### src/rtl/sfz_pkg.sv
// ----------------------------------------------------------------------------
// sfz_pkg
// Types, codes and FiO2 clamp helpers for the SpO2/FiO2 zone controller.
// ----------------------------------------------------------------------------
package sfz_pkg;

	localparam int PCT_W     = 7;
	localparam int STATUS_W  = 4;
	localparam int CFG_IDX_W = 3;
	localparam int IN_DATA_W = 24;
	localparam int OUT_DATA_W = 24;

	typedef enum logic [1:0] {
		OP_SAMPLE = 2'd0,
		OP_FORCE  = 2'd1,
		OP_LOAD   = 2'd2,
		OP_NONE   = 2'd3
	} op_t;

	typedef enum logic [1:0] {
		TMR_NONE    = 2'd0,
		TMR_ENABLE  = 2'd1,
		TMR_DISABLE = 2'd2
	} tmr_t;

	localparam logic [STATUS_W-1:0] ST_MIDDLE     = 4'd0;
	localparam logic [STATUS_W-1:0] ST_MIDLOW     = 4'd1;
	localparam logic [STATUS_W-1:0] ST_MIDHIGH    = 4'd2;
	localparam logic [STATUS_W-1:0] ST_LOW1       = 4'd3;
	localparam logic [STATUS_W-1:0] ST_LOW2       = 4'd4;
	localparam logic [STATUS_W-1:0] ST_HIGH1      = 4'd5;
	localparam logic [STATUS_W-1:0] ST_HIGH2      = 4'd6;
	localparam logic [STATUS_W-1:0] ST_LOWALARM1  = 4'd7;
	localparam logic [STATUS_W-1:0] ST_HIGHALARM1 = 4'd8;
	localparam logic [STATUS_W-1:0] ST_ALARM      = 4'd9;

	localparam logic [CFG_IDX_W-1:0] REG_SPO2_LOW  = 3'd0;
	localparam logic [CFG_IDX_W-1:0] REG_SPO2_HIGH = 3'd1;
	localparam logic [CFG_IDX_W-1:0] REG_SPO2_MID  = 3'd2;
	localparam logic [CFG_IDX_W-1:0] REG_FIO2_FLR  = 3'd3;
	localparam logic [CFG_IDX_W-1:0] REG_FIO2_CEIL = 3'd4;

	localparam logic [PCT_W-1:0] RST_SPO2_LOW  = 7'd88;
	localparam logic [PCT_W-1:0] RST_SPO2_HIGH = 7'd95;
	localparam logic [PCT_W-1:0] RST_SPO2_MID  = 7'd91;
	localparam logic [PCT_W-1:0] RST_FIO2_FLR  = 7'd21;
	localparam logic [PCT_W-1:0] RST_FIO2_CEIL = 7'd100;
	localparam logic [PCT_W-1:0] RST_FIO2      = 7'd21;

	localparam logic [PCT_W:0] FAR_MARGIN = 8'd3;
	localparam logic [PCT_W:0] STEP_FAR   = 8'd6;
	localparam logic [PCT_W:0] STEP_NEAR  = 8'd4;
	localparam logic [PCT_W:0] STEP_MID   = 8'd2;
	localparam logic [PCT_W:0] STEP_ZERO  = 8'd0;

	typedef struct packed {
		logic [PCT_W-1:0] spo2_low;
		logic [PCT_W-1:0] spo2_high;
		logic [PCT_W-1:0] spo2_mid;
		logic [PCT_W-1:0] fio2_floor;
		logic [PCT_W-1:0] fio2_ceiling;
	} cfg_t;

	typedef struct packed {
		logic [STATUS_W-1:0] status;
		logic [PCT_W-1:0]    fio2;
		logic [PCT_W-1:0]    baseline;
	} state_t;

	typedef struct packed {
		op_t                 opcode;
		logic [PCT_W-1:0]    spo2_sample;
		logic [STATUS_W-1:0] forced_status;
		logic [PCT_W-1:0]    fio2_load_value;
	} item_t;

	typedef struct packed {
		logic [STATUS_W-1:0] zone_status;
		logic [PCT_W-1:0]    fio2_target;
		logic [PCT_W-1:0]    baseline_spo2;
		logic                valve_update;
		tmr_t                timer_command;
		logic                clear_alarm_time;
		logic                clear_respond_time;
	} result_t;

	function automatic logic [PCT_W-1:0] clamp_up(input logic [PCT_W-1:0] cur,
		input logic [PCT_W:0] delta, input logic [PCT_W-1:0] ceil_v);
		logic [PCT_W:0] sum;
		sum = {1'b0, cur} + delta;
		return (sum > {1'b0, ceil_v}) ? ceil_v : sum[PCT_W-1:0];
	endfunction

	function automatic logic [PCT_W-1:0] clamp_down(input logic [PCT_W-1:0] cur,
		input logic [PCT_W:0] delta, input logic [PCT_W-1:0] floor_v);
		logic [PCT_W:0] diff;
		diff = {1'b0, cur} - delta;
		return ({1'b0, cur} < ({1'b0, floor_v} + delta)) ? floor_v : diff[PCT_W-1:0];
	endfunction

endpackage

### src/rtl/spo2_fio2_zone_controller.sv
// ----------------------------------------------------------------------------
// spo2_fio2_zone_controller
// SpO2 zone classifier and FiO2 target stepper with alarm timer commands.
// ----------------------------------------------------------------------------
// Usage:
//   Input stream s_*: s_tuser carries the opcode (sample, force status,
//   load FiO2, none); s_tdata carries the sample, forced status and load value.
//   Output stream m_*: one transaction per accepted input, carrying the zone
//   status, FiO2 target, baseline SpO2, valve update, timer command and the
//   two counter clears.
//   Configuration: cfg_we writes cfg_wdata into the register at cfg_index
//   (0 low limit, 1 high limit, 2 mid point, 3 FiO2 floor, 4 FiO2 ceiling);
//   write only while no transaction is in flight.
//   Path: an accepted input is held in the input register, then in the
//   result register, from which it is offered.
//   Throughput: one item per cycle while the output is not stalled; the zone
//   decision and clamped step fit between the input register and the result
//   register, and the state registers update in the same cycle the result is loaded.
//   Reset: status middle, FiO2 target 21, baseline 0, limits to defaults,
//   both streams empty.
//   Stall: while m_tready is low the result holds, the input register keeps
//   one more item, then s_tready drops.
// ----------------------------------------------------------------------------
module spo2_fio2_zone_controller (
	input  logic                           clk,
	input  logic                           arst_n,
	input  logic                           s_tvalid,
	output logic                           s_tready,
	// [6:0] spo2_sample, [10:7] forced_status, [17:11] fio2_load_value, [23:18] zero
	input  logic [sfz_pkg::IN_DATA_W-1:0]  s_tdata,
	// [1:0] opcode
	input  logic [1:0]                     s_tuser,
	output logic                           m_tvalid,
	input  logic                           m_tready,
	// [3:0] zone_status, [10:4] fio2_target, [17:11] baseline_spo2,
	// [18] valve_update, [20:19] timer_command, [21] clear_alarm_time,
	// [22] clear_respond_time, [23] zero
	output logic [sfz_pkg::OUT_DATA_W-1:0] m_tdata,
	input  logic                           cfg_we,
	input  logic [sfz_pkg::CFG_IDX_W-1:0]  cfg_index,
	input  logic [sfz_pkg::PCT_W-1:0]      cfg_wdata
);
	import sfz_pkg::*;

	cfg_t    cfg;
	item_t   item_in, item_s1;
	logic    valid_s1;
	state_t  state_q, state_nxt;
	result_t res, out_q;
	logic    out_valid_q;
	logic    advance, accept, process;

	sfz_cfg_regs u_cfg (
		.clk       (clk),
		.arst_n    (arst_n),
		.cfg_we    (cfg_we),
		.cfg_index (cfg_index),
		.cfg_wdata (cfg_wdata),
		.cfg       (cfg)
	);

	assign item_in.opcode          = op_t'(s_tuser);
	assign item_in.spo2_sample     = s_tdata[6:0];
	assign item_in.forced_status   = s_tdata[10:7];
	assign item_in.fio2_load_value = s_tdata[17:11];

	assign advance  = !out_valid_q || m_tready;
	assign s_tready = !valid_s1 || advance;
	assign accept   = s_tvalid && s_tready;
	assign process  = valid_s1 && advance;

	always_ff @(posedge clk or negedge arst_n) begin
		if (!arst_n) begin
			valid_s1 <= 1'b0;
		end else if (accept) begin
			valid_s1 <= 1'b1;
		end else if (advance) begin
			valid_s1 <= 1'b0;
		end
	end

	always_ff @(posedge clk) begin
		if (accept) item_s1 <= item_in;
	end

	sfz_zone_logic u_zone (
		.item (item_s1),
		.cfg  (cfg),
		.cur  (state_q),
		.nxt  (state_nxt),
		.res  (res)
	);

	always_ff @(posedge clk or negedge arst_n) begin
		if (!arst_n) begin
			state_q.status   <= ST_MIDDLE;
			state_q.fio2     <= RST_FIO2;
			state_q.baseline <= '0;
			out_valid_q      <= 1'b0;
		end else if (process) begin
			state_q     <= state_nxt;
			out_valid_q <= 1'b1;
		end else if (m_tready) begin
			out_valid_q <= 1'b0;
		end
	end

	always_ff @(posedge clk) begin
		if (process) out_q <= res;
	end

	assign m_tvalid = out_valid_q;
	assign m_tdata  = {1'b0, out_q.clear_respond_time, out_q.clear_alarm_time,
		out_q.timer_command, out_q.valve_update, out_q.baseline_spo2,
		out_q.fio2_target, out_q.zone_status};

endmodule

### src/rtl/sfz_cfg_regs.sv
// ----------------------------------------------------------------------------
// sfz_cfg_regs
// Limit and FiO2 bound registers behind the write-only configuration port.
// ----------------------------------------------------------------------------
module sfz_cfg_regs (
	input  logic                          clk,
	input  logic                          arst_n,
	input  logic                          cfg_we,
	input  logic [sfz_pkg::CFG_IDX_W-1:0] cfg_index,
	input  logic [sfz_pkg::PCT_W-1:0]     cfg_wdata,
	output sfz_pkg::cfg_t                 cfg
);
	import sfz_pkg::*;

	cfg_t cfg_q;

	always_ff @(posedge clk or negedge arst_n) begin
		if (!arst_n) begin
			cfg_q.spo2_low     <= RST_SPO2_LOW;
			cfg_q.spo2_high    <= RST_SPO2_HIGH;
			cfg_q.spo2_mid     <= RST_SPO2_MID;
			cfg_q.fio2_floor   <= RST_FIO2_FLR;
			cfg_q.fio2_ceiling <= RST_FIO2_CEIL;
		end else if (cfg_we) begin
			case (cfg_index)
				REG_SPO2_LOW:  cfg_q.spo2_low     <= cfg_wdata;
				REG_SPO2_HIGH: cfg_q.spo2_high    <= cfg_wdata;
				REG_SPO2_MID:  cfg_q.spo2_mid     <= cfg_wdata;
				REG_FIO2_FLR:  cfg_q.fio2_floor   <= cfg_wdata;
				REG_FIO2_CEIL: cfg_q.fio2_ceiling <= cfg_wdata;
				default: ;
			endcase
		end
	end

	assign cfg = cfg_q;

endmodule

### src/rtl/sfz_zone_logic.sv
// ----------------------------------------------------------------------------
// sfz_zone_logic
// Zone classification, clamped FiO2 step and command decode for one item.
// ----------------------------------------------------------------------------
module sfz_zone_logic (
	input  sfz_pkg::item_t   item,
	input  sfz_pkg::cfg_t    cfg,
	input  sfz_pkg::state_t  cur,
	output sfz_pkg::state_t  nxt,
	output sfz_pkg::result_t res
);
	import sfz_pkg::*;

	logic [PCT_W:0] s8, lo8, hi8, mid8;
	logic           alarm, below, above, inband;
	logic           far_below, far_above;

	assign s8     = {1'b0, item.spo2_sample};
	assign lo8    = {1'b0, cfg.spo2_low};
	assign hi8    = {1'b0, cfg.spo2_high};
	assign mid8   = {1'b0, cfg.spo2_mid};
	assign alarm  = (cur.status == ST_ALARM);
	assign below  = (s8 < lo8) && !alarm;
	assign above  = (s8 > hi8) && !alarm;
	assign inband = (s8 >= lo8) && (s8 <= hi8);
	assign far_below = (s8 + FAR_MARGIN) < lo8;
	assign far_above = s8 > (hi8 + FAR_MARGIN);

	always_comb begin
		logic enter;
		enter = 1'b0;
		nxt   = cur;
		res.valve_update       = 1'b0;
		res.timer_command      = TMR_NONE;
		res.clear_alarm_time   = 1'b0;
		res.clear_respond_time = 1'b0;
		case (item.opcode)
			OP_FORCE: nxt.status = item.forced_status;
			OP_LOAD:  nxt.fio2   = item.fio2_load_value;
			OP_SAMPLE: begin
				if (below) begin
					if (far_below) begin
						enter = (cur.status != ST_LOW2);
						if (enter) nxt.status = ST_LOW2;
						nxt.fio2 = clamp_up(cur.fio2, enter ? STEP_FAR : STEP_ZERO,
							cfg.fio2_ceiling);
					end else begin
						enter = (cur.status != ST_LOW1) && (cur.status != ST_LOWALARM1);
						if (enter) nxt.status = ST_LOW1;
						nxt.fio2 = clamp_up(cur.fio2, enter ? STEP_NEAR : STEP_ZERO,
							cfg.fio2_ceiling);
					end
					res.valve_update = 1'b1;
				end else if (above) begin
					if (far_above) begin
						enter = (cur.status != ST_HIGH2);
						if (enter) nxt.status = ST_HIGH2;
						nxt.fio2 = clamp_down(cur.fio2, enter ? STEP_FAR : STEP_ZERO,
							cfg.fio2_floor);
					end else begin
						enter = (cur.status != ST_HIGH1) && (cur.status != ST_HIGHALARM1);
						if (enter) nxt.status = ST_HIGH1;
						nxt.fio2 = clamp_down(cur.fio2, enter ? STEP_NEAR : STEP_ZERO,
							cfg.fio2_floor);
					end
					res.valve_update = 1'b1;
				end else if (inband) begin
					res.valve_update = 1'b1;
					if (s8 < mid8) begin
						if (cur.status != ST_MIDLOW) begin
							nxt.status = ST_MIDLOW;
							nxt.fio2   = clamp_up(cur.fio2, STEP_MID, cfg.fio2_ceiling);
							res.clear_alarm_time   = 1'b1;
							res.clear_respond_time = 1'b1;
							res.timer_command      = TMR_ENABLE;
						end
					end else if (s8 > mid8) begin
						if (cur.status != ST_MIDHIGH) begin
							nxt.status   = ST_MIDHIGH;
							nxt.baseline = item.spo2_sample;
							nxt.fio2     = clamp_down(cur.fio2, STEP_MID, cfg.fio2_floor);
							res.clear_alarm_time = 1'b1;
							res.timer_command    = TMR_ENABLE;
						end
					end else begin
						nxt.status   = ST_MIDDLE;
						nxt.baseline = item.spo2_sample;
						res.clear_alarm_time   = 1'b1;
						res.clear_respond_time = 1'b1;
						res.timer_command      = TMR_DISABLE;
					end
				end
				// entry into a below or above zone
				if ((below || above) && enter) begin
					nxt.baseline = item.spo2_sample;
					res.clear_alarm_time   = 1'b1;
					res.clear_respond_time = 1'b1;
					res.timer_command      = TMR_ENABLE;
				end
			end
			default: ;
		endcase
		res.zone_status   = nxt.status;
		res.fio2_target   = nxt.fio2;
		res.baseline_spo2 = nxt.baseline;
	end

endmodule

### config.mk
export PLATFORM = sky130hd
export DESIGN_NAME = spo2_fio2_zone_controller
export DESIGN_NICKNAME = d
export VERILOG_FILES = /design/src/rtl/sfz_pkg.sv /design/src/rtl/spo2_fio2_zone_controller.sv /design/src/rtl/sfz_cfg_regs.sv /design/src/rtl/sfz_zone_logic.sv
export SDC_FILE = /design/constraint.sdc
export NUM_CORES = 1
export LEC_CHECK = 0
export BUFFER_PORTS_ARGS = -buffer_cell sky130_fd_sc_hd__buf_2
export CORE_MARGIN = 2
export CORE_UTILIZATION = 24
export DETAILED_ROUTE_END_ITERATION = 6
export HOLD_SLACK_MARGIN = 0.08
export PLACE_DENSITY = 0.49
export SKIP_LAST_GASP = 1
export SYNTH_ARGS = -nofsm -noshare
export SYNTH_HDL_FRONTEND = slang
export SYNTH_SLANG_ARGS = --single-unit
### constraint.sdc
create_clock -name clk -period 3.6 [get_ports clk]
set_input_delay 0.72 -clock clk [delete_from_list [all_inputs] [get_ports clk]]
set_output_delay 0.72 -clock clk [all_outputs]
set_load 0.02 [all_outputs]
=== Yosys cells after proc, flatten, opt, wreduce, memory -nomap -nowiden ===
Cells that the tools add are included.

* Add/sub/neg operators: 11
* Magnitude comparators: 14
* Equality and inequality tests: 15
* Multiplexer cells: 52
* Bitwise gates (word level): 2
* Reduce and logical (&&, ||, !) cells: 24

{| class="wikitable"
|+ Operators with widths
! cell !! count
|-
| 7-bit 2-to-1 mux || 13
|-
| 11-bit 2-to-1 mux || 6
|-
| 18-bit 2-to-1 mux || 2
|-
| 7-bit by 2-bit adder with 8-bit output, second input constant || 4
|-
| 7-bit by 8-bit adder with 8-bit output || 4
|-
| 3-bit 2-to-1 mux || 9
|-
| 8-bit by 7-bit > comparator with 1-bit output || 3
|-
| 7-bit by 8-bit less-than comparator with 1-bit output || 3
|-
| 4-bit 2-to-1 mux || 6
|-
| 4-bit by 3-bit != test with 1-bit output, second input constant || 4
|-
| 7-bit > comparator || 2
|-
| 7-bit less-than comparator || 2
|-
| 7-bit one-hot mux with 2 select lines || 1
|-
| 7-bit subtractor || 2
|-
| 1-bit 2-to-1 mux || 12
|-
| 2-bit AND reduction || 5
|-
| 7-bit by 8-bit > comparator with 1-bit output || 1
|-
| 1-bit logical AND || 8
|-
| 8-bit by 7-bit less-than comparator with 1-bit output || 1
|-
| 4-bit by 2-bit != test with 1-bit output, second input constant || 2
|-
| 4-bit one-hot mux with 2 select lines || 1
|-
| 7-bit greater-or-equal comparator || 1
|-
| 7-bit <= comparator || 1
|-
| 7-bit by 2-bit subtractor with 7-bit output, second input constant || 1
|-
| other kinds (17) || 24
|}

* Flip-flop bits (word level): 98
* Input port bits: 41
* Output and inout bits: 26
* Word-level logic and storage cells: 140

=== Logic depth before layout (Yosys ltp) ===
Gate-level depths: netlist of the first run.

* Depth in word-level cells: 11
* Depth in mapped cells: 18
* Gate-level depth less buffers: 18

=== Modules after synthesis ===
From an unflattened synthesis of the first run, not the netlist that was laid out.

* Cell total of the unflattened synthesis: 772
* Area total of the unflattened synthesis: 7830.0 µm²

{| class="wikitable"
|+ Modules (own cells, without submodules)
! module !! times used !! cells each !! area each (µm²) !! seq. area each (µm²)
|-
| sfz_zone_logic || 1 || 603 || 4337.9 || 0.0
|-
| spo2_fio2_zone_controller || 1 || 91 || 2119.5 || 1795.5
|-
| sfz_cfg_regs || 1 || 78 || 1372.6 || 900.9
|}

=== Least setup slack after synthesis of the first run ===
Ideal clock, no wire load.

* Path kind: register -> register
* Start point: register state_q[14] (netlist bit)
* End point: register state_q[7] (netlist bit)
* Setup time: 0.060 ns
* Arrival time: 3.794 ns
* Required time: 3.540 ns
* Setup slack: -0.253 ns
* Stages on the path, launching flop included: 19
* Buffers on the path: 1
* Clock period less this slack: 3.853 ns
* Path through: dfrtp_1 -> clkbuf_1 -> or3_1 -> ha_1 -> inv_1 -> fa_1 -> inv_1 -> nand3_1 -> xor2_1 -> inv_1 -> ha_1 -> and4_1 -> a41o_1 -> a31oi_1 -> a21oi_2 -> mux2i_1 -> mux2_2 -> a2111oi_2 -> a21o_1

* Longest elaborated chain between the ends: 10
* Elaborated cells between the ends (all ways): 40
* Classes of those cells: 4 x add/sub; 4 x order compare; 9 x eq/ne; 18 x mux; 5 x reduce/logical

{| class="wikitable"
|+ RTL lines
! what !! RTL line !! RTL
|-
| start, declared || spo2_fio2_zone_controller.sv:48 || <nowiki>state_t state_q, state_nxt;</nowiki>
|-
| start signal, assigned || spo2_fio2_zone_controller.sv:101 || <nowiki>state_q <= state_nxt;</nowiki>
|-
| 4-bit by 3-bit != test with 1-bit output / 4-bit != test (equally long branches) || sfz_zone_logic.sv:61 || <nowiki>enter = (cur.status != ST_HIGH1) && (cur.status != ST_HIGHALARM1);</nowiki>
|-
| 1-bit logical AND || sfz_zone_logic.sv:61 ||
|-
| 3-bit 2-to-1 mux || sfz_zone_logic.sv:63 || <nowiki>nxt.fio2 = clamp_down(cur.fio2, enter ? STEP_NEAR : STEP_ZERO,</nowiki>
|-
| 7-bit by 8-bit adder with 8-bit output || sfz_pkg.sv:98 || <nowiki>return ({1'b0, cur} < ({1'b0, floor_v} + delta)) ? floor_v : diff[PCT_W-1:0];</nowiki>
|-
| 7-bit by 8-bit less-than comparator with 1-bit output || sfz_pkg.sv:98 ||
|-
| 7-bit 2-to-1 mux || sfz_pkg.sv:98 ||
|-
| 11-bit 2-to-1 mux || sfz_zone_logic.sv:55 || <nowiki>if (far_above) begin</nowiki>
|-
| 11-bit 2-to-1 mux || sfz_zone_logic.sv:54 || <nowiki>end else if (above) begin</nowiki>
|-
| 11-bit 2-to-1 mux * || sfz_zone_logic.sv:41 || <nowiki>if (below) begin</nowiki>
|-
| 7-bit one-hot mux with 2 select lines * || sfz_zone_logic.sv:37 || <nowiki>case (item.opcode)</nowiki>
|}

Mark *: on every way between the ends. The rest lies on a longest branch, timed or not.
A chain may end at the register's enable or synchronous reset.

==> impl_metrics.ini, run 1 <==
[status]
status = complete, but fails checks
violations = negative setup slack

[cells_and_area]
nets = 1071
area_delta_synth_final_pct = 30.86
drive_gt1_frac = 0.3457
fillers = 3270
fin_area_um2 = 9960
diodes = 0

[sta]
final_hold_viol_count = 0
tns_ns = -2.013
drv_slew = 0
worstMarginPinSlew_ns = 1.025
fin_crit_sh = 1.074
min_period_ns = 3.866
finalSetupViolCount = 13
fmax_mhz = 258.7
relSlewSlack = 0.3164
finalClockSkew_ns = 0.01062
layout_setup_ws_ns = -0.2658
rsz0062_at_grt = yes

[synthesis]
syn_inst = 787
ys_ff_latch = 98
synth_edf_count = 43
yosys_warnings = 0
syn_area_um2 = 7611
synth_fp_nets = 920
ys_seq_area_frac = 0.3543
yosysUniqueCellTypes = 75
async_reset_ff_frac = 0.5612
yosys_most_used_dff = edfxtp_1
syn_avg_cell_area_um2 = 9.671

[power_and_ir_drop]
switching_share = 0.4198
seqPwrFrac = 0.226
pwr-share-clk = 0.150
vdd_ir_drop_max_v = 0.0003107
internal_power_mw = 4.512
p_comb_frac = 0.623
total_power_mw = 7.776
leakage_nw = 4.186
p_per_area_nw_per_um2 = 780.8
p_sw_mw = 3.264

[drt]
drtAntennaViolNets = 0
wl_met3_um = 756
route.met2.wl_um = 11890
viasPerCell = 4.904
vias = 6596
drtIter0Drc = 386
top_layer = met4
wl_per_cell_um = 18.17
drc = 0
m1WireLength_um = 11310
wl_um = 24440
drt_pass1_iterations = 5

[global_routing]
overflow = 0
antenna_found_initial = 0
grtUsageTotal = 0.1494
grt_max_degree = 26
grt_pass1_wl_um = 38510
grt_pass1_vias = 6749

[die]
initial_core_util = 0.2424
core-area_um2 = 31390
design.die.area_um2 = 33150
die_h_um = 182.1
die_w_um = 182.1
ios = 67
core.rowCount = 65

[cts]
numCtsBuffers = 9
clock_latency_ns = 0.36
clockBufferDepth = 2
path_clk_slew_ns = 0.08
htree_levels = 3
cts_tree = done
root_buffer = clkbuf_16
cts_num_sinks = 98

[placed_design]
io_buffers = 59
placed_area_um2 = 9124
place_congestion = 0.8777
dpl.hpwl_um = 18970

[setup_path]
crit_start = state_q[16]$_DFFE_PN0P_
critical_path_class = reg2reg
crit_end = m_tdata[5]$_DFFE_PP_
rr_startpoint = state_q[16]$_DFFE_PN0P_
cp_max_fo = 7
crit_arrival_ns = 3.97
startpoint_type = register
reg2reg_depth = 17
worstSetupEndpointType = register
ff2ff_setup_slack_ns = -0.27
timing.rr.end = m_tdata[5]$_DFFE_PP_
worstPathRequired_ns = 3.70

[worst_hold_path]
hp-class = in2async

[flow_run]
drv_cap = 0
==> layer usage <==
metal	up-vias	track usage
li1	3194	-
met1	3222	0.1992
met4	0	0.03774
met2	144	0.2577
met5	-	0
met3	36	0.01736
==> metrics by stage <==
step           worst slack [ns]  hold slack (ns)  cells    util
2_1_floorplan           -0.1078           0.4244    787       -
3_3_place_gp            -0.3728           0.4706   1317  0.2906
3_5_place_dp            -0.4172           0.4746   1317  0.2906
4_1_cts                 -0.2487           0.3752   1341  0.3098
5_1_grt                 -0.3904           0.4038   1345  0.3173
6_report                -0.2658           0.3652   1345  0.3173
==> area by class of cell <==
cell class                      count  area, um2  area share
Multi-Input combinational cell    609       5054      0.5074
Sequential cell                    98       2698      0.2709
Timing Repair Buffer              170       1162      0.1167
Tap cell                          402      503.0     0.05050
Clock buffer                        9      225.2     0.02261
Inverter                           50      187.7     0.01884
Clock inverter                      7      130.1     0.01307
==> synthesized netlist by cell type, drive strengths merged, types with 21 or more instances <==
master,count,area [um2]
ha,89,1114
nand2,70,265.3
o21ai,59,302.8
inv,50,187.7
nor2,45,171.4
edfxtp,43,1291
a21oi,36,187.7
mux2,34,382.9
dfrtp,32,800.8
nand3,25,125.1
xnor2,25,219.0
dfstp,23,604.3
clkbuf,21,78.83
==> cell usage in the layout (no fill, tap or decap), types with 8 or more instances in the layout <==
cell / netlist / layout
nand2_1: 69 / 69
and3_1: 8 / 8
xor2_1: 16 / 15
a21oi_1: 34 / 30
nand2b_1: 12 / 10
o211ai_1: 19 / 19
mux2i_1: 16 / 13
dfrtp_1: 32 / 31
nor2_1: 44 / 41
buf_4: 2 / 102
buf_6: 0 / 9
nand3_1: 25 / 22
dfstp_2: 23 / 23
mux2_4: 0 / 17
xnor2_1: 25 / 22
mux2_2: 33 / 17
o21ai_0: 54 / 50
clkbuf_16: 0 / 9
nand4_1: 9 / 9
buf_2: 3 / 59
ha_1: 89 / 81
edfxtp_1: 43 / 43
nor3_1: 13 / 12
inv_1: 50 / 43
==> cell families after synthesis <==
logic type	synth area share
AOI/OAI and AO/OA	0.1863
xor gates and xnor gates	0.04718
adders and majority gates	0.1542
buffers and inverters	0.04093
DFF	0.3543
muxes	0.07135
other	0.0004927
and+or+nand+nor	0.1453
==> worst min path at each step <==
stage	slack (ns)	endpoint	cells after the start
5_1_grt	0.40	state_q[4]$_DFFE_PN0P_	1
3_3_place_gp	0.47	state_q[0]$_DFFE_PN0P_	1
6_report	0.37	state_q[4]$_DFFE_PN0P_	1
2_1_floorplan	0.42	m_tvalid$_DFFE_PN0P_	0
3_5_place_dp	0.47	state_q[0]$_DFFE_PN0P_	1
4_1_cts	0.38	state_q[2]$_DFFE_PN0P_	1
==> sequential cells by signal, indices dropped and copies added (netlist names) <==
signal     cells
state_q       18
m_tdata       23
valid_s1       1
m_tvalid       1
item_s1       20
u_cfg.cfg     35
==> critical path: stages (launching register included) <==
cell,delay (ns)
dfrtp_1,0.41
buf_6,0.13
nand2b_4,0.04
or3_4,0.37
ha_4,0.18
inv_2,0.05
fa_2,0.20
buf_4,0.12
xnor2_2,0.07
ha_1,0.34
a211o_1,0.26
o211ai_1,0.16
a31oi_4,0.15
a21oi_4,0.28
mux2_4,0.35
o21ai_4,0.18
a211oi_4,0.06
a211o_1,0.26
==> power groups by stage <==
| stage | sequential, mW | combinational (mW) | clock, mW |
|---|---|---|---|
| 6_report | 1.76 | 4.85 | 1.17 |
| 5_1_grt | 1.79 | 5.30 | 1.24 |
| 4_1_cts | 1.75 | 4.53 | 1.20 |
| 3_5_place_dp | 1.76 | 4.18 | 0 |
| 3_3_place_gp | 1.76 | 4.14 | 0 |
| 2_1_floorplan | 1.72 | 2.68 | 0 |
==> what timing repair did <==
item | CTS | global route
setup endpoints to repair | 28 | 29
setup buffers | 9 | 4
hold buffers | 0 | 0
gates resized for setup | 36 | 51
pin swaps | 32 | 28
Note: power is estimated with default switching activity, not from simulation.
==> inputs of run 2 (changes only) <==
--- a/config.mk
+++ b/config.mk
@@ -5,6 +5,7 @@
 export SDC_FILE = /design/constraint.sdc
 export NUM_CORES = 1
 export LEC_CHECK = 0
+export ABC_AREA = 1
 export BUFFER_PORTS_ARGS = -buffer_cell sky130_fd_sc_hd__buf_2
 export CORE_MARGIN = 2
 export CORE_UTILIZATION = 24
==> run 2 against run 1 <==
  * Non-clock buffer count is 83 lower
  * Wire length is 4.9% lower
  * Cell count is 21% higher
  * The run now ends clean
==> impl_metrics.ini, run 2 <==
[status]
status = completed

[synthesis]
synth_fp_nets = 1231
ys_ff_latch = 98
synth_edf_count = 43
async_reset_ff_frac = 0.5612
yosysUniqueCellTypes = 47
synth_top_cell_by_area = edfxtp_1
yosys_warnings = 0
synth_commonest_cells = nand2_1, inv_1, nand3_1
syn_inst = 1098
yosysMostFrequentCell = nand2_1
syn_area_um2 = 8145
synth.top_cell.area_share = 0.1585
ys_top_cells_by_area = edfxtp_1, nand2_1, ha_1
ys_seq_area_frac = 0.3310
syn_avg_cell_area_um2 = 7.418
yosys_most_used_dff = edfxtp_1

[cts]
ctsHoldBuffers = 0
cts_num_sinks = 98
clock_latency_ns = 0.37
path_clk_slew_ns = 0.08
numCtsBuffers = 9
root_buffer = clkbuf_16
htree_levels = 3
clockBufferDepth = 2
cts_tree = done

[sta]
tns_ns = 0
fin_crit_sh = 0.9392
layout_setup_ws_ns = 0.2190
drv_slew = 0
finalClockSkew_ns = 0.02005
fmax_mhz = 295.8
final_hold_viol_count = 0
rsz0062_at_grt = yes
finalSetupViolCount = 0
min_period_ns = 3.381
worstMarginPinSlew_ns = 0.8611
relSlewSlack = 0.4253

[cells_and_area]
instances_no_fill = 1624
diodes = 0
area_delta_synth_final_pct = 15.62
nets = 1304
final_core_util = 0.2816
register_area_um2 = 2696
multi_input_area_um2 = 4710
mostFrequentLayoutCells = nand2_1, inv_1, nand3_1
largest_reg_flops = 35
fillers = 3679
layout_commonest_cell = nand2_1
drive_gt1_frac = 0.1514

[drt]
drtAntennaViolNets = 0
vias = 7184
drtIter0Drc = 422
drc = 0
drt_pass1_iterations = 5
wl_per_cell_um = 14.32
wl_um = 23250
viasPerCell = 4.424

[placed_design]
placed_cells = 1606
place_congestion = 0.8932
io_buffers = 59
pre_cts_ws_ns = 0.1099
dpl.hpwl_um = 18450

[die]
die_w_um = 188.2
ios = 67
initial_core_util = 0.2435
die_h_um = 188.2
design.die.area_um2 = 35430
core-area_um2 = 33450
core.rowCount = 67

[setup_path]
ff2ff_setup_slack_ns = 0.22
timing.critical_path.mode_cell = nand2_1
startpoint_type = register
critical_path_class = reg2reg
crit_chain = nor2_1, nand2_2, ha_1, inv_1, fa_1, nor2_4, xor2_1, ha_1, a21oi_1, nand3b_1, nand2_1, inv_1, nand2_2, inv_2, nand2_1, o211ai_1, nand2_1, nand2_1, nand3_1, nand2_1, nand2_1, nand2_1
cp_max_fo = 6
timing.rr.end = state_q[11]$_DFFE_PN1P_
rr_startpoint = state_q[14]$_DFFE_PN0P_
worst_path_max_delay_cell = fa_1
slowest_delay_ns = 0.44
reg2reg_depth = 22
worstPathRequired_ns = 3.91
crit_arrival_ns = 3.69
worstSetupEndpointType = register

[global_routing]
grt_pass1_vias = 7122
grtUsageTotal = 0.1360
antenna_found_initial = 0
overflow = 0
grt_pass1_wl_um = 37980
grt_max_degree = 39

[power_and_ir_drop]
leakage_nw = 4.759
p_per_area_nw_per_um2 = 793.1
vdd_ir_drop_max_v = 0.0002680

[flow_run]
drv_cap = 0

[worst_hold_path]
hp-class = in2async
==> run 2: cell types whose count changed in the layout (fill, tap and decap cells not counted), sizes merged, moves of 20 or more <==
| cell | change |
|---|---|
| inv | +118 |
| buf | -83 |
| mux2 | -34 |
| nand2 | +253 |
| nand3 | +99 |
| nor2 | +23 |
| xnor2 | -20 |
| xor2 | +20 |
==> run 2: layer usage <==
metal | track usage | share of wire
met5 | 0 | 0
met4 | 0.04210 | 0.020
met3 | 0.01714 | 0.031
met2 | 0.2289 | 0.47
met1 | 0.1814 | 0.48
==> run 2: cell type report <==
| class | count | share of cell area |
|---|---|---|
| clock buffer | 9 | 0.02391 |
| clock inverter | 7 | 0.008901 |
| inverter | 169 | 0.06762 |
| multi-input combinational | 806 | 0.5001 |
| sequential | 98 | 0.2863 |
| tap | 448 | 0.05952 |
| timing repair buffer | 87 | 0.05367 |
==> run 2: critical path: cells and delay by family, from the launching register on <==
| kind | cells | cell delay [ns] |
|---|---|---|
| flops | 1 | 0.43 |
| simple gates | 13 | 1.33 |
| buf+inv | 3 | 0.31 |
| compound gates | 2 | 0.22 |
| xor+xnor | 1 | 0.15 |
| fa+ha+maj | 3 | 0.88 |
==> run 2: how the worst max path moves through the flow <==
stage	from	end	slack, ns	cells after the start
finish	state_q[14]$_DFFE_PN0P_	state_q[11]$_DFFE_PN1P_	0.22	22
global route	state_q[15]$_DFFE_PN0P_	state_q[12]$_DFFE_PN0P_	-0.04	23
CTS	state_q[14]$_DFFE_PN0P_	state_q[11]$_DFFE_PN1P_	0.07	22
detailed placement	state_q[15]$_DFFE_PN0P_	state_q[11]$_DFFE_PN1P_	0.11	23
global placement	state_q[14]$_DFFE_PN0P_	m_tdata[8]$_DFFE_PP_	0.13	23
floorplan	state_q[16]$_DFFE_PN0P_	m_tdata[9]$_DFFE_PP_	0.53	21
==> run 2: cells by family after synthesis <==
logic type	Yosys count	synth area share
AOI/OAI and AO/OA	123	0.08771
other	1	0.0004604
buffers and inverters	194	0.09447
and+or+nand+nor	549	0.2982
DFF	98	0.3310
adders and majority gates	92	0.1441
xor gates and xnor gates	41	0.04409
==> run 2: where the power goes <==
group / leakage (nW) / internal (mW) / switching [mW]
clock network: 0.149 / 0.551 / 0.461
logic: 3.55 / 1.67 / 3.05
registers: 1.06 / 1.51 / 0.225
total: 4.76 / 3.73 / 3.74
==> run 2: what timing repair did <==
action                                  in CTS  in global routing
endpoints found under the setup margin       0                 21
setup buffers                                0                  2
hold endpoints to repair                     0                  0
resized for setup                            0                  8
==> run 2: through the flow <==
step                area [um2]  power (mW)  hold WS [ns]
global placement          9064       6.370        0.4618
CTS                       9373       7.470        0.4526
global route              9418       8.284        0.4911
floorplan                 8145       5.138        0.4244
detailed placement        9064       6.419        0.4650
finish                    9418       7.469        0.4288
==> inputs of run 3 (changes only) <==
--- a/config.mk
+++ b/config.mk
@@ -7,11 +7,10 @@
 export LEC_CHECK = 0
 export ABC_AREA = 1
 export BUFFER_PORTS_ARGS = -buffer_cell sky130_fd_sc_hd__buf_2
-export CORE_MARGIN = 2
-export CORE_UTILIZATION = 24
+export CORE_UTILIZATION = 40
 export DETAILED_ROUTE_END_ITERATION = 6
 export HOLD_SLACK_MARGIN = 0.08
-export PLACE_DENSITY = 0.49
+export PLACE_DENSITY = 0.68
 export SKIP_LAST_GASP = 1
 export SYNTH_ARGS = -nofsm -noshare
 export SYNTH_HDL_FRONTEND = slang
==> run 3 against run 2 <==
  * Via count is 0.26% higher
  * Cell count down 12%
  * Critical endpoint is now state_q[8]$_DFFE_PN0P_
  * Final area shrank 3.2%
  * Hold slack lost 0.082 ns
  * Clock power hardly changed
  * Utilization rose by 18 points
  * Non-clock buffer count down 9
  * Total power down 1.5%
  * Largest power group unchanged
==> impl_metrics.ini, run 3 (synthesized netlist as in run 2, its figures left out) <==
[sta]
fin_crit_sh = 0.9234
drv_slew = 0
finalSetupViolCount = 0
fmax_mhz = 300.8
min_period_ns = 3.324
finalClockSkew_ns = 0.01193
worstMarginPinSlew_ns = 0.8227
relSlewSlack = 0.4509
final_hold_viol_count = 0
tns_ns = 0

[placed_design]
place_congestion = 0.9499
io_buffers = 59
dpl.hpwl_um = 16550
placed_cells = 1415

[cells_and_area]
largest_reg_flops = 35
diodes = 0
nets = 1295
area_delta_synth_final_pct = 11.87
drive_gt1_frac = 0.1431
fillers = 2045
instances_no_fill = 1432
layout_commonest_cell = nand2_1
mostFrequentLayoutCells = nand2_1, inv_1, nand3_1

[die]
die_h_um = 144.7
core-area_um2 = 19720
initial_core_util = 0.4131
die_w_um = 144.7
ios = 67
design.die.area_um2 = 20940
core.rowCount = 51

[global_routing]
groute.layer.met3.usage = 0.03291
globalRoute.busiestLayer = met2
antenna_found_initial = 0
overflow = 0
grtUsageTotal = 0.2109
grt_use_met1 = 0.2722
grt_util_met2 = 0.3586
grt_max_degree = 45
grt_pass1_wl_um = 33440
grt_pass1_vias = 6713

[drt]
wl_per_cell_um = 14.62
drtAntennaViolNets = 0
drt_pass1_iterations = 5
viasPerCell = 5.030
vias = 7203
drc = 0
drtIter0Drc = 417
wl_um = 20940

[setup_path]
startpoint_type = register
cp_max_fo = 8
worstPathRequired_ns = 3.89
reg2reg_depth = 22
crit_arrival_ns = 3.62
critical_path_class = reg2reg
crit_start = state_q[16]$_DFFE_PN0P_
worstSetupEndpointType = register
rr_startpoint = state_q[16]$_DFFE_PN0P_

[cts]
clock_latency_ns = 0.35
path_clk_slew_ns = 0.07
numCtsBuffers = 9
cts_tree = done
ctsHoldBuffers = 0
clockBufferDepth = 2
htree_levels = 3
root_buffer = clkbuf_16
cts_num_sinks = 98

[power_and_ir_drop]
p_per_area_nw_per_um2 = 807.0
internal_power_mw = 3.694
leakage_nw = 4.714
seqPwrFrac = 0.236
pwr-share-clk = 0.134
p_comb_frac = 0.630
switching_share = 0.4976
p_sw_mw = 3.659
vdd_ir_drop_max_v = 0.0003349

[status]
status = completed

[worst_hold_path]
hp-class = in2async

[flow_run]
drv_cap = 0
==> run 3: cell count changes in the layout (fill, tap and decap cells not counted), moves of 2 or more <==
cell      delta
clkinv_4     -2
buf_4        -9
nor2_2       -2
nor2_1       +2
==> run 3: final timing paths <==
check                      slack, ns                   endpoint
max                             0.28     state_q[8]$_DFFE_PN0P_
max in group asynchronous       2.40  u_cfg.cfg[20]$_DFFE_PN1P_
min reg2reg                     0.48     state_q[5]$_DFFE_PN0P_
min                             0.35     state_q[3]$_DFFE_PN0P_
min in group clk                0.48     state_q[5]$_DFFE_PN0P_
max reg2reg                     0.28     state_q[8]$_DFFE_PN0P_
==> run 3: layout make-up <==
| type | count | area [um2] | area share |
|---|---|---|---|
| clock inverters | 6 | 71.32 | 0.007826 |
| well taps | 265 | 331.6 | 0.03639 |
| multi-input cells | 806 | 4710 | 0.5168 |
| flip-flops and latches | 98 | 2696 | 0.2959 |
| inverters | 169 | 636.9 | 0.06989 |
| clock buffers | 10 | 229.0 | 0.02513 |
| repair buffers | 78 | 437.9 | 0.04806 |
==> run 3: power by group through the flow <==
stage / sequential (mW) / clock (mW) / combinational, mW
2_1_floorplan: 1.80 / 0 / 3.34
3_3_place_gp: 1.75 / 0 / 4.47
3_5_place_dp: 1.75 / 0 / 4.55
4_1_cts: 1.74 / 1.00 / 4.57
5_1_grt: 1.77 / 1.04 / 5.26
6_report: 1.74 / 0.986 / 4.63
==> run 3: repair_timing <==
item                       4_1_cts  5_1_grt
gates resized for setup          0        8
setup endpoints to repair        0       21
setup buffers                    0        1
hold endpoints to repair         0        0
==> run 3: routing by layer <==
layer	wire, um	share of wire	up-vias
met1	9630	0.46	3335
met4	422	0.020	0
met5	0	0	-
met2	9951	0.48	163
li1	-	-	3676
met3	933	0.045	29
==> run 3: metrics by stage <==
step | hold WS [ns] | utilization | total power, mW | worst slack, ns | area [um2]
2_1_floorplan | 0.4244 | - | 5.138 | 0.5255 | 8145
3_3_place_gp | 0.4611 | 0.4450 | 6.218 | 0.1488 | 8775
3_5_place_dp | 0.4660 | 0.4450 | 6.301 | 0.06210 | 8775
4_1_cts | 0.3587 | 0.4602 | 7.312 | 0.05003 | 9075
5_1_grt | 0.3960 | 0.4621 | 8.079 | -0.005777 | 9112
6_report | 0.3471 | 0.4621 | 7.354 | 0.2757 | 9112
==> run 3: critical path, stage by stage, from the launching register on <==
cell and delay [ns]:
dfrtp_1 0.42, inv_2 0.08, nor2_1 0.21, nand2_2 0.14
ha_1 0.30, a21oi_1 0.06, nor2_1 0.17, nand2_1 0.10
xor2_1 0.19, inv_1 0.06, ha_1 0.29, inv_1 0.05
a21oi_2 0.11, nand3_1 0.09, nand2_2 0.16, nand2_2 0.14
nand2_1 0.08, nand3_1 0.06, nand3_1 0.10, nand3_1 0.10
o21bai_2 0.20, nand2_1 0.08, nand2_1 0.07
